$ cat src/rtl/core/nte_pkg.sv
// nte_pkg: shared types, token codes and the sequencer microcode ROM for
// number_to_english_tokens. No dependencies.
`timescale 1ns / 1ps
`default_nettype none
package nte_pkg;

	localparam int NumBits  = 32;
	localparam int NumDigs  = 10;
	localparam int BcdBits  = 4 * NumDigs;
	localparam int TokBits  = 7;
	localparam int PcBits   = 4;
	localparam int CntBits  = $clog2(NumBits);

	localparam logic [TokBits-1:0] TOK_ZERO     = 7'd0;
	localparam logic [TokBits-1:0] TOK_TEN      = 7'd10;
	localparam logic [TokBits-1:0] TOK_HUNDRED  = 7'd91;
	localparam logic [TokBits-1:0] TOK_THOUSAND = 7'd92;
	localparam logic [TokBits-1:0] TOK_MILLION  = 7'd93;
	localparam logic [TokBits-1:0] TOK_BILLION  = 7'd94;
	localparam logic [TokBits-1:0] TOK_AND      = 7'd95;
	localparam logic [TokBits-1:0] TOK_COMMA    = 7'd96;

	localparam logic [PcBits-1:0] PC_CONV  = 4'd0;
	localparam logic [PcBits-1:0] PC_GROUP = 4'd2;
	localparam logic [PcBits-1:0] PC_ZERO  = 4'd10;

	typedef enum logic [2:0] {
		OP_CONV,
		OP_SEEK,
		OP_EMIT,
		OP_NEXT,
		OP_DONE
	} op_t;

	typedef enum logic [2:0] {
		TS_HDIG,
		TS_HUNDRED,
		TS_AND,
		TS_TENS,
		TS_UNITS,
		TS_SCOPE,
		TS_DELIM,
		TS_ZERO
	} tsel_t;

	typedef enum logic [2:0] {
		C_ALWAYS,
		C_HNZ,
		C_REM,
		C_TNZ,
		C_UOK,
		C_GNZ,
		C_NLOW
	} cond_t;

	typedef enum logic [2:0] {
		LC_NEVER,
		LC_ALWAYS,
		LC_HWORD,
		LC_TENS,
		LC_UNITS,
		LC_SCOPE
	} lastc_t;

	typedef struct packed {
		op_t               op;
		tsel_t             tsel;
		cond_t             cond;
		lastc_t            lastc;
		logic [PcBits-1:0] jaddr;
	} uop_t;

	function automatic uop_t uop_rom(input logic [PcBits-1:0] pc);
		uop_t u;
		case (pc)
			4'd0:    u = '{OP_CONV, TS_ZERO,    C_ALWAYS, LC_NEVER,  PC_CONV};
			4'd1:    u = '{OP_SEEK, TS_ZERO,    C_ALWAYS, LC_NEVER,  PC_ZERO};
			4'd2:    u = '{OP_EMIT, TS_HDIG,    C_HNZ,    LC_NEVER,  PC_CONV};
			4'd3:    u = '{OP_EMIT, TS_HUNDRED, C_HNZ,    LC_HWORD,  PC_CONV};
			4'd4:    u = '{OP_EMIT, TS_AND,     C_REM,    LC_NEVER,  PC_CONV};
			4'd5:    u = '{OP_EMIT, TS_TENS,    C_TNZ,    LC_TENS,   PC_CONV};
			4'd6:    u = '{OP_EMIT, TS_UNITS,   C_UOK,    LC_UNITS,  PC_CONV};
			4'd7:    u = '{OP_EMIT, TS_SCOPE,   C_GNZ,    LC_SCOPE,  PC_CONV};
			4'd8:    u = '{OP_EMIT, TS_DELIM,   C_NLOW,   LC_NEVER,  PC_CONV};
			4'd9:    u = '{OP_NEXT, TS_ZERO,    C_ALWAYS, LC_NEVER,  PC_GROUP};
			4'd10:   u = '{OP_EMIT, TS_ZERO,    C_ALWAYS, LC_ALWAYS, PC_CONV};
			default: u = '{OP_DONE, TS_ZERO,    C_ALWAYS, LC_NEVER,  PC_CONV};
		endcase
		return u;
	endfunction

endpackage
`default_nettype wire

$ cat src/rtl/core/nte_if.sv
// nte_if: valid/ready channel interfaces for the number input and token output.
// Depends on nte_pkg for payload widths.
`timescale 1ns / 1ps
`default_nettype none
interface nte_in_if import nte_pkg::*; ();
	logic               valid;
	logic               ready;
	logic [NumBits-1:0] number;

	modport source(output valid, output number, input ready);
	modport sink(input valid, input number, output ready);
endinterface

interface nte_out_if import nte_pkg::*; ();
	logic               valid;
	logic               ready;
	logic [TokBits-1:0] token;
	logic               last;

	modport source(output valid, output token, output last, input ready);
	modport sink(input valid, input token, input last, output ready);
endinterface
`default_nettype wire

$ cat src/rtl/core/nte_bcd.sv
// nte_bcd: serial binary to BCD converter (shift and add 3), one bit per cycle.
// Depends on nte_pkg.
`timescale 1ns / 1ps
`default_nettype none
module nte_bcd import nte_pkg::*; (
	input  wire logic               clk,
	input  wire logic               arst_n,
	input  wire logic               start,
	input  wire logic [NumBits-1:0] number,
	output logic                    busy,
	output logic [BcdBits-1:0]      bcd
);

	logic [NumBits-1:0]         bin_q;
	logic [BcdBits-1:0]         bcd_q;
	logic [BcdBits-1:0]         adj;
	logic [CntBits-1:0]         cnt_q;
	logic                       busy_q;

	always_comb begin
		for (int d = 0; d < NumDigs; d++) begin
			if (bcd_q[4*d +: 4] >= 4'd5) begin
				adj[4*d +: 4] = bcd_q[4*d +: 4] + 4'd3;
			end else begin
				adj[4*d +: 4] = bcd_q[4*d +: 4];
			end
		end
	end

	always_ff @(posedge clk or negedge arst_n) begin
		if (!arst_n) begin
			busy_q <= 1'b0;
			cnt_q  <= '0;
		end else if (start) begin
			busy_q <= 1'b1;
			cnt_q  <= '0;
		end else if (busy_q) begin
			cnt_q <= cnt_q + 1'b1;
			if (cnt_q == CntBits'(NumBits - 1)) begin
				busy_q <= 1'b0;
			end
		end
	end

	always_ff @(posedge clk) begin
		if (start) begin
			bin_q <= number;
			bcd_q <= '0;
		end else if (busy_q) begin
			bin_q <= {bin_q[NumBits-2:0], 1'b0};
			bcd_q <= {adj[BcdBits-2:0], bin_q[NumBits-1]};
		end
	end

	assign busy = busy_q;
	assign bcd  = bcd_q;

endmodule
`default_nettype wire

$ cat src/rtl/core/number_to_english_tokens.sv
// number_to_english_tokens: spells a 32-bit unsigned number as word tokens.
// The first token is registered after serial BCD conversion, two setup steps (conversion
// and seek), then any skipped token steps; a token step stalls while dout holds a token and is not ready.
// A new number is accepted only when the sequencer is idle, after the last thousands group
// (or the zero token) has been stepped through.
// Reset: arst_n clears the sequencer, converter and output valid; payload is not reset.
// Depends on nte_pkg, nte_if, nte_bcd.
`timescale 1ns / 1ps
`default_nettype none
module number_to_english_tokens import nte_pkg::*; (
	input  wire logic  clk,
	input  wire logic  arst_n,
	nte_in_if.sink     din,
	nte_out_if.source  dout
);

	logic [PcBits-1:0]  pc_q;
	logic [1:0]         g_q;
	logic               busy_q;
	logic               out_valid_q;
	logic [TokBits-1:0] token_q;
	logic               last_q;

	logic               conv_start;
	logic               conv_busy;
	logic [BcdBits-1:0] bcd;

	uop_t               uw;
	logic [3:0]         hd, td, ud;
	logic [3:0]         nz;
	logic [1:0]         hi_g, lo_g, nl_g;
	logic               nl_any;
	logic               lo_ok;
	logic               lowest;
	logic               emit_c;
	logic               last_c;
	logic [TokBits-1:0] tok;
	logic               can_load;
	logic               load;

	assign conv_start = din.valid && !busy_q;
	assign din.ready  = !busy_q;

	nte_bcd u_bcd (
		.clk    (clk),
		.arst_n (arst_n),
		.start  (conv_start),
		.number (din.number),
		.busy   (conv_busy),
		.bcd    (bcd)
	);

	assign uw = uop_rom(pc_q);

	always_comb begin
		case (g_q)
			2'd0: begin hd = bcd[11:8];  td = bcd[7:4];   ud = bcd[3:0];   end
			2'd1: begin hd = bcd[23:20]; td = bcd[19:16]; ud = bcd[15:12]; end
			2'd2: begin hd = bcd[35:32]; td = bcd[31:28]; ud = bcd[27:24]; end
			default: begin hd = 4'd0; td = 4'd0; ud = bcd[39:36]; end
		endcase
	end

	assign nz[0] = |bcd[11:0];
	assign nz[1] = |bcd[23:12];
	assign nz[2] = |bcd[35:24];
	assign nz[3] = |bcd[39:36];

	always_comb begin
		hi_g   = 2'd0;
		lo_g   = 2'd0;
		nl_g   = 2'd0;
		nl_any = 1'b0;
		for (int i = 0; i < 4; i++) begin
			if (nz[i]) begin
				hi_g = 2'(i);
			end
			if (nz[3-i]) begin
				lo_g = 2'(3 - i);
			end
			if (nz[i] && (2'(i) < g_q)) begin
				nl_g   = 2'(i);
				nl_any = 1'b1;
			end
		end
	end

	// lowest group below one hundred or a whole number of hundreds
	always_comb begin
		case (lo_g)
			2'd0: lo_ok = (bcd[11:8] == 4'd0) || (bcd[7:0] == 8'd0);
			2'd1: lo_ok = (bcd[23:20] == 4'd0) || (bcd[19:12] == 8'd0);
			2'd2: lo_ok = (bcd[35:32] == 4'd0) || (bcd[31:24] == 8'd0);
			default: lo_ok = 1'b1;
		endcase
	end

	assign lowest = (g_q == lo_g);

	always_comb begin
		case (uw.cond)
			C_ALWAYS: emit_c = 1'b1;
			C_HNZ:    emit_c = (hd != 4'd0);
			C_REM:    emit_c = (hd != 4'd0) && ((td != 4'd0) || (ud != 4'd0));
			C_TNZ:    emit_c = (td != 4'd0);
			C_UOK:    emit_c = (ud != 4'd0) && (td != 4'd1);
			C_GNZ:    emit_c = (g_q != 2'd0);
			C_NLOW:   emit_c = !lowest;
			default:  emit_c = 1'b0;
		endcase
	end

	always_comb begin
		case (uw.lastc)
			LC_NEVER:  last_c = 1'b0;
			LC_ALWAYS: last_c = 1'b1;
			LC_HWORD:  last_c = lowest && (g_q == 2'd0) && (td == 4'd0) && (ud == 4'd0);
			LC_TENS:   last_c = lowest && (g_q == 2'd0) && ((td == 4'd1) || (ud == 4'd0));
			LC_UNITS:  last_c = lowest && (g_q == 2'd0);
			LC_SCOPE:  last_c = lowest;
			default:   last_c = 1'b0;
		endcase
	end

	always_comb begin
		case (uw.tsel)
			TS_HDIG:    tok = {3'b000, hd};
			TS_HUNDRED: tok = TOK_HUNDRED;
			TS_AND:     tok = TOK_AND;
			TS_TENS: begin
				if (td == 4'd1) begin
					tok = TOK_TEN + {3'b000, ud};
				end else begin
					tok = {3'b000, td} * TOK_TEN;
				end
			end
			TS_UNITS:   tok = {3'b000, ud};
			TS_SCOPE: begin
				case (g_q)
					2'd1:    tok = TOK_THOUSAND;
					2'd2:    tok = TOK_MILLION;
					default: tok = TOK_BILLION;
				endcase
			end
			TS_DELIM:   tok = ((nl_g == lo_g) && lo_ok) ? TOK_AND : TOK_COMMA;
			TS_ZERO:    tok = TOK_ZERO;
			default:    tok = TOK_ZERO;
		endcase
	end

	assign can_load = !out_valid_q || dout.ready;
	assign load     = busy_q && (uw.op == OP_EMIT) && emit_c && can_load;

	always_ff @(posedge clk or negedge arst_n) begin
		if (!arst_n) begin
			busy_q <= 1'b0;
			pc_q   <= PC_CONV;
			g_q    <= 2'd0;
		end else if (!busy_q) begin
			if (din.valid) begin
				busy_q <= 1'b1;
				pc_q   <= PC_CONV;
			end
		end else begin
			case (uw.op)
				OP_CONV: begin
					if (!conv_busy) begin
						pc_q <= pc_q + 1'b1;
					end
				end
				OP_SEEK: begin
					if (nz == 4'd0) begin
						pc_q <= uw.jaddr;
					end else begin
						g_q  <= hi_g;
						pc_q <= pc_q + 1'b1;
					end
				end
				OP_EMIT: begin
					if (!emit_c || can_load) begin
						pc_q <= pc_q + 1'b1;
					end
				end
				OP_NEXT: begin
					if (nl_any) begin
						g_q  <= nl_g;
						pc_q <= uw.jaddr;
					end else begin
						busy_q <= 1'b0;
						pc_q   <= PC_CONV;
					end
				end
				default: begin
					busy_q <= 1'b0;
					pc_q   <= PC_CONV;
				end
			endcase
		end
	end

	always_ff @(posedge clk or negedge arst_n) begin
		if (!arst_n) begin
			out_valid_q <= 1'b0;
		end else if (load) begin
			out_valid_q <= 1'b1;
		end else if (dout.ready) begin
			out_valid_q <= 1'b0;
		end
	end

	always_ff @(posedge clk) begin
		if (load) begin
			token_q <= tok;
			last_q  <= last_c;
		end
	end

	assign dout.valid = out_valid_q;
	assign dout.token = token_q;
	assign dout.last  = last_q;

	a_accept_busy: assert property (@(posedge clk) disable iff (!arst_n)
		(din.valid && din.ready) |=> (busy_q && conv_busy && (pc_q == PC_CONV)))
		else $error("accepted number did not start conversion");

	a_idle_pc: assert property (@(posedge clk) disable iff (!arst_n)
		!busy_q |-> (pc_q == PC_CONV))
		else $error("sequencer idle away from entry step");

	a_conv_owned: assert property (@(posedge clk) disable iff (!arst_n)
		conv_busy |-> (busy_q && (pc_q == PC_CONV)))
		else $error("converter running outside conversion step");

	a_token_range: assert property (@(posedge clk) disable iff (!arst_n)
		load |-> (tok <= TOK_COMMA))
		else $error("token code out of range");

endmodule
`default_nettype wire
$ cat src/flat_wrapper.sv
// flat-port wrapper written by rule: the top's interface ports become plain ports
module number_to_english_tokens_flat import nte_pkg::*;
  (clk, arst_n, din_valid, din_number, din_ready, dout_valid, dout_token, dout_last, dout_ready);
  nte_in_if din_i ();
  nte_out_if dout_i ();
  input  wire logic clk;
  input  wire logic arst_n;
  input wire logic [$bits(din_i.valid)-1:0] din_valid;
  input wire logic [$bits(din_i.number)-1:0] din_number;
  output wire logic [$bits(din_i.ready)-1:0] din_ready;
  output wire logic [$bits(dout_i.valid)-1:0] dout_valid;
  output wire logic [$bits(dout_i.token)-1:0] dout_token;
  output wire logic [$bits(dout_i.last)-1:0] dout_last;
  input wire logic [$bits(dout_i.ready)-1:0] dout_ready;
  assign din_i.valid = din_valid;
  assign din_i.number = din_number;
  assign din_ready = din_i.ready;
  assign dout_valid = dout_i.valid;
  assign dout_token = dout_i.token;
  assign dout_last = dout_i.last;
  assign dout_i.ready = dout_ready;
  number_to_english_tokens u_core (.clk(clk), .arst_n(arst_n), .din(din_i), .dout(dout_i));
endmodule
$ cat config.mk
export PLATFORM = sky130hd
export DESIGN_NAME = number_to_english_tokens_flat
export DESIGN_NICKNAME = d
export VERILOG_FILES = /design/src/rtl/core/nte_pkg.sv /design/src/rtl/core/nte_if.sv /design/src/rtl/core/nte_bcd.sv /design/src/rtl/core/number_to_english_tokens.sv /design/src/flat_wrapper.sv
export SDC_FILE = /design/constraint.sdc
export NUM_CORES = 1
export LEC_CHECK = 0
export BUFFER_PORTS_ARGS = -buffer_cell sky130_fd_sc_hd__buf_2
export CAP_MARGIN = 5
export CELL_PAD_IN_SITES_DETAIL_PLACEMENT = 1
export CELL_PAD_IN_SITES_GLOBAL_PLACEMENT = 2
export CORE_MARGIN = 3
export CORE_UTILIZATION = 35
export DETAILED_ROUTE_END_ITERATION = 16
export MAX_ROUTING_LAYER = met4
export PLACE_DENSITY = 0.86
export SETUP_SLACK_MARGIN = 0.5
export SLEW_MARGIN = 5
export SYNTH_ARGS = -nofsm -noshare
export SYNTH_HDL_FRONTEND = slang
export SYNTH_SLANG_ARGS = --single-unit
$ cat constraint.sdc
create_clock -name clk -period 4.8 [get_ports clk]
set_clock_uncertainty 0.2 [all_clocks]
set_input_delay 1.2 -clock clk [delete_from_list [all_inputs] [get_ports clk]]
set_output_delay 1.2 -clock clk [all_outputs]
set_load 0.05 [all_outputs]
# [Yosys cells after proc, flatten, opt, wreduce, memory -nomap -nowiden]
# Memory sizes are Yosys's and may differ from the RTL's.
# Index checks and enable logic that the tools add are counted.
[word_totals] elab_cells=185 n_memories=1 register_bits=94 output_inout_bits=10 input_bits=36 rom_bits=224
[mem_list] name="(no name shown)" words=16 word_bits=14 rd=1 rd_ports_with_merged_regs=0 wr=0 line="nte_pkg.sv:75" source="case (pc)"
[op_classes] add_sub_neg=13 eq_ne=34 n_lt_le_gt_ge=14 n_mul=1 n_reduce_logical=55 n_mux=57
[op_table] operator="two-way mux 32 bit" n=2
[op_table] operator="two-way mux 4 bit" n=15
[op_table] operator="one-hot mux 7 bit (8 select lines)" n=1
[op_table] operator="greater-or-equal comparator 4 x 3 -> 1 bit, second input constant" n=10
[op_table] operator="adder 4 x 2 -> 4 bit, second input constant" n=9
[op_table] operator="one-hot mux 4 bit (3 select lines)" n=3
[op_table] operator="OR reduction 12 bit" n=3
[op_table] operator="equality test 3 bit, second input constant" n=9
[op_table] operator="equality test 3 x 2 -> 1 bit, second input constant" n=8
[op_table] operator="zero test 4 bit" n=6
[op_table] operator="zero test 8 bit" n=3
[op_table] operator="two-way mux 2 bit" n=10
[op_table] operator="one-hot mux 4 bit (4 select lines)" n=1
[op_table] operator="logical AND 1 bit" n=15
[op_table] operator="two-way mux 1 bit" n=14
[op_table] operator="equality test 3 x 1 -> 1 bit, second input constant" n=4
[op_table] operator="nonzero test 4 bit" n=3
[op_table] operator="two-way mux 5 bit" n=2
[op_table] operator="nonzero test 2 bit" n=5
[op_table] operator="zero test 3 bit" n=3
[op_table] operator="one-hot mux 2 bit (2 select lines)" n=2
[op_table] operator="logical OR 1 bit" n=7
[op_table] operator="two-way mux 7 bit" n=1
[op_table] operator="one-hot mux 1 bit (7 select lines)" n=1
[op_table] operator="other kinds (27)" n=37

# [Logic depth before layout (Yosys ltp)]
[depth] word_depth=13 mapped_depth=11 ltp_nobuf=10

# [Hierarchy]
# Synthesis repeated with hierarchy kept, for this count alone.
[hier_totals] cells_unflattened=674 area_unflattened_um2=6238.5
[by_module_without_submodules] module="nte_bcd" seq_area_each_um2=1911.8 area_per_inst_um2=4030.1 n_inst=1 cells_per_inst=399
[by_module_without_submodules] module="number_to_english_tokens" seq_area_each_um2=440.4 area_per_inst_um2=2208.4 n_inst=1 cells_per_inst=275

# [Least setup slack after synthesis]
# No wires, ideal clock.
[synth_path] path_kind="flip-flop to flip-flop" from="reg u_core.u_bcd.bcd_q[32] (netlist: u_core.u_bcd.bcd[32])" to="reg u_core.last_q (netlist: u_core.dout.last) (enable)" t_arrival_ps=2808 path_slack_ps=1422 stages_incl_launch_ff=10 synth_period_minus_slack_ps=3378 t_required_ps=4230 n_path_buf=0 setup_ps=370 path_cell_list="dfxtp_1 inv_1 ha_1 or3b_2 nor3_1 mux2_2 a311o_4 o2111ai_4 nand2_1 nor2_1"
[synth_between] elab_chain_cells=9 word_cells_on_any_way=12 cone_classes="eq/ne: 1; mux: 5; reduce/logical: 6"
[synth_lines] item="start: declaration" line="nte_bcd.sv:15" source="logic [BcdBits-1:0] bcd_q;"
[synth_lines] item="start signal: assignment" line="nte_bcd.sv:51" source="bcd_q <= {adj[BcdBits-2:0], bin_q[NumBits-1]};"
[synth_lines] item="OR reduction 12 bit" line="number_to_english_tokens.sv:66" source="assign nz[2] = |bcd[35:24];"
[synth_lines] item="two-way mux 2 bit (3 in a row)" line="number_to_english_tokens.sv:78" source="if (nz[3-i]) begin"
[synth_lines] item="equality test 2 bit" line="number_to_english_tokens.sv:98" source="assign lowest = (g_q == lo_g);"
[synth_lines] item="zero test 1 bit" line="number_to_english_tokens.sv:108" source="C_NLOW: emit_c = !lowest;"
[synth_lines] item="one-hot mux 1 bit (7 select lines) (*)" line="number_to_english_tokens.sv:101" source="case (uw.cond)"
[synth_lines] item="logical AND 1 bit (*) (2 in a row)" line="number_to_english_tokens.sv:152" source="assign load = busy_q && (uw.op == OP_EMIT) && emit_c && can_load;"
[synth_lines] item="net u_core.load" line="number_to_english_tokens.sv:39" source="logic load;"
[synth_lines] item="end signal: assignment" line="number_to_english_tokens.sv:214" source="last_q <= last_c;"
[synth_lines] item="end: declaration" line="number_to_english_tokens.sv:22" source="logic last_q;"
# Mark *: on every way through the listed nets, which the timed path passes. The rest lies on a longest branch.
# A chain may end at the register's enable or synchronous reset.

# [Final worst setup path]
[layout_path] from="reg u_core.g_q[1]" to="reg u_core.token_q[2] (netlist: u_core.dout.token[2]) (enable)"
[layout_between] elab_chain_cells=8 word_cells_on_any_way=19 cone_classes="eq/ne: 4; mux: 4; reduce/logical: 11"
[layout_lines] item="start: declaration" line="number_to_english_tokens.sv:18" source="logic [1:0] g_q;"
[layout_lines] item="start signal: assignment" line="number_to_english_tokens.sv:175" source="g_q <= hi_g;"
[layout_lines] item="start signal: assignment" line="number_to_english_tokens.sv:186" source="g_q <= nl_g;"
[layout_lines] item="equality test 2 bit (tied with other cells)" line="number_to_english_tokens.sv:56" source="case (g_q)"
[layout_lines] item="one-hot mux 4 bit (3 select lines)" line="number_to_english_tokens.sv:56"
[layout_lines] item="nonzero test 4 bit (on tied branches)" line="number_to_english_tokens.sv:104, number_to_english_tokens.sv:105, number_to_english_tokens.sv:106"
[layout_lines] item="logical OR 1 bit" line="number_to_english_tokens.sv:104" source="C_REM: emit_c = (hd != 4'd0) && ((td != 4'd0) || (ud != 4'd0));"
[layout_lines] item="logical AND 1 bit" line="number_to_english_tokens.sv:104"
[layout_lines] item="one-hot mux 1 bit (7 select lines) (*)" line="number_to_english_tokens.sv:101"
[layout_lines] item="logical AND 1 bit (*) (2 in a row)" line="number_to_english_tokens.sv:152"
[layout_lines] item="net u_core.load" line="number_to_english_tokens.sv:39"
[layout_lines] item="end signal: assignment" line="number_to_english_tokens.sv:213" source="token_q <= tok;"
[layout_lines] item="end: declaration" line="number_to_english_tokens.sv:21" source="logic [TokBits-1:0] token_q;"
# Marks and branches as above.

==> impl_metrics.yaml <==
status:
  outcome: "complete, no violations"
worst_setup_path:
  critPathCaptureType: "flop"
  worst_ep_required_time_ns: 4.60
  crit_fanout: 12
  critical_path_arrival_ns: 3.63
  critPathLaunchType: "flop"
  crit_type: "flop to flop"
route:
  ant_nets: 0
  drtIter0Drc: 310
  avgRoutedWirePerCell_um: 17.2
  via_per_inst: 5.49
  drc: 0
  drtPass1Iterations: 5
  routed_wl_mm: 16.6
  num_vias: 5319
grt:
  grt_pass1_wl_mm: 27.9
  overflow: 0
  grt_pass1_vias: 5554
  grt_max_degree: 47
  track_usage: 0.190
  antenna_found_initial: 0
power:
  combinationalPowerShare: 0.535
  swShare: 0.476
  p_int_mw: 2.63
  p_seq_frac: 0.320
  power_switching_mw: 2.39
  p_leak_nw: 3.01
  power_frac_clock: 0.146
  ir_drop_mv: 0.313
  power_mw: 5.02
  power_density_nw_per_um2: 736
placement:
  gp_congestion: 0.915
  port_buffers: 45
  placed_cells: 952
  postPlaceCellArea_um2: 6510
  hpwl_mm: 12.3
die:
  start_util: 0.362
  dieArea_um2: 19000
  die_h_um: 138
  rows: 47
  io_pins: 46
  die_w_um: 138
  core_area_um2: 16800
synth:
  synth_area_um2: 6070
  asyncSetResetFlopFracSynth: 0.149
  syn_nets: 795
  synth_xor_area_frac: 0.0361
  post_synth_num_cell_types: 67
  ys_ff_latch: 94
  synth_ff_type: "edfxtp_1"
  ys_seq_area_frac: 0.388
  synth_compound_area_frac: 0.176
  synth_top_family_by_area: "simple AND/OR/NAND/NOR gates"
  syn_avg_cell_area_um2: 8.56
  ys_warn_count: 0
  yosys.area_share.adder: 0.104
  synth_edf_count: 40
  synth_mux_area_frac: 0.0404
  synth_simple_gate_area_frac: 0.214
  netlist_instances: 709
clocking:
  cts_setup_buffers: 0
  cts_made_buffers: 9
  htreeDepth: 3
  clock-sinks: 94
  cts_tree: "yes"
  holdBufCountCts: 0
  clk_latency_ns: 0.36
  clkTransAtPathRegs_ns: 0.08
  cts_resized: 0
  clockRootBuffer: "clkbuf_16"
  clockBufferDepth: 2
cells_and_area:
  syn2layout_area_growth_pct: 12.2
  multi_input_area_um2: 3470
  drive_gt1_frac: 0.122
  stdcell_area_um2: 6810
  n_antenna_cell: 0
  layout.nets: 829
  fill_cells: 1993
  final_common_cell: "nand2_1"
  layout_common_cells: "nand2_1 (135), nor2_1 (67), a21oi_1 (58)"
  seqCellArea_um2: 2350
  final_cells: 968
run:
  drv_cap: 0
timing:
  fmax_mhz: 261
  slew_viol_final: 0
  layout_min_cycle_time_ns: 3.83
  slew_headroom: 0.279
  period_share: 0.799
  finalSetupTns_ns: 0
  hold_viol: 0
  tightest_slew_ns: 1.05
  setup_viol: 0
  rsz0062_at_grt: "false"
worst_hold_path:
  hold_path_class: "flop to flop"
==> registers in the layout (all words and copies together) (netlist names) <==
name,count
u_core.u_bcd.bcd,40
u_core.u_bcd.bin_q,32
u_core.dout.token,7
u_core.u_bcd.cnt_q,5
u_core.pc_q,4
u_core.g_q,2
u_core.busy_q,1
u_core.dout.last,1
u_core.dout.valid,1
u_core.u_bcd.busy,1
==> power groups by stage <==
stage,logic (mW),clock network (mW),registers [mW]
2_1_floorplan,1.92,0,1.61
3_3_place_gp,2.55,0,1.59
3_5_place_dp,2.67,0,1.62
4_1_cts,2.69,0.755,1.60
5_1_grt,3.04,0.784,1.66
6_report,2.68,0.731,1.60
==> final cells by class <==
type,instances,area share
Multi-Input combinational cell,551,0.510
Sequential cell,94,0.345
Clock buffer,9,0.0331
Inverter,34,0.0187
Timing Repair Buffer,53,0.0419
Tap cell,220,0.0404
Clock inverter,7,0.0103
==> logic make-up after synthesis <==
group | Yosys count
AND/OR/NAND/NOR | 288
AO/OA/AOI/OAI | 164
buffers and inverters | 64
adder cells (fa/ha/maj) | 50
multiplexers | 24
XOR/XNOR | 25
flip-flops | 94
==> final timing paths <==
kind / start / endpoint / slack [ns] / cells past startpoint
setup / recovery: u_core.g_q[1] / u_core.dout.token[2] / 0.97 / 9
hold / removal: u_core.u_bcd.bin_q[31] / u_core.u_bcd.bcd[0] / 0.30 / 2
setup reg to reg: u_core.g_q[1] / u_core.dout.token[2] / 0.97 / 9
hold reg to reg: u_core.u_bcd.bin_q[31] / u_core.u_bcd.bcd[0] / 0.30 / 2
max in group asynchronous: arst_n / u_core.u_bcd.cnt_q[3] / 3.62 / 1
min in group asynchronous: arst_n / u_core.pc_q[1] / 0.53 / 1
==> cells in the mapped netlist (all sizes together) (3+ instances only) <==
cell type | number | area, µm²
nand2b | 13 | 81.3
buf | 3 | 22.5
mux2 | 4 | 45.0
nor3 | 17 | 96.4
o21ai | 46 | 230
nand2 | 135 | 507
mux2i | 20 | 200
nor2 | 68 | 255
nand4 | 3 | 18.8
a222oi | 8 | 80.1
a21o | 3 | 23.8
o211ai | 4 | 30.0
inv | 33 | 124
a31o | 3 | 26.3
and3 | 4 | 25.0
edfxtp | 40 | 1200
o22ai | 5 | 31.3
nor2b | 4 | 25.0
xnor2 | 11 | 96.3
a2bb2oi | 4 | 35.0
nor4 | 6 | 37.5
a22oi | 7 | 52.6
nand3 | 19 | 95.1
a32oi | 3 | 45.1
dfrtp | 14 | 350
ha | 49 | 613
a21oi | 58 | 290
or4 | 3 | 30.0
clkbuf | 27 | 101
o31ai | 3 | 22.5
dfxtp | 40 | 801
xor2 | 14 | 123
or2 | 3 | 18.8
==> stage by stage <==
| stage | hold slack, ns | setup slack [ns] | util |
|---|---|---|---|
| final | 0.297 | 0.966 | 0.406 |
| after global routing | 0.359 | 0.660 | 0.406 |
| after CTS | 0.302 | 0.769 | 0.406 |
| after detailed placement | 0.277 | 0.769 | 0.389 |
| after global placement | 0.271 | 1.06 | 0.389 |
| after floorplan | 0.257 | 1.42 | - |
==> per-layer routing <==
metal | vias up | track usage | share of wire
met2 | 114 | 0.313 | 0.48
met1 | 2611 | 0.238 | 0.46
met3 | 26 | 0.0325 | 0.034
li1 | 2568 | - | -
met5 | - | - | 0
met4 | 0 | 0.0615 | 0.023
==> critical path, cell delays in order, from the launching register on <==
cell	delay (ns)
dfrtp_1	0.45
inv_1	0.14
ha_1	0.36
a222oi_1	0.70
nor2_1	0.12
and3_1	0.25
or4b_1	0.58
o2111ai_4	0.17
nand2_1	0.11
nor2_2	0.39
No activity file was read; power rests on OpenSTA's default activity.
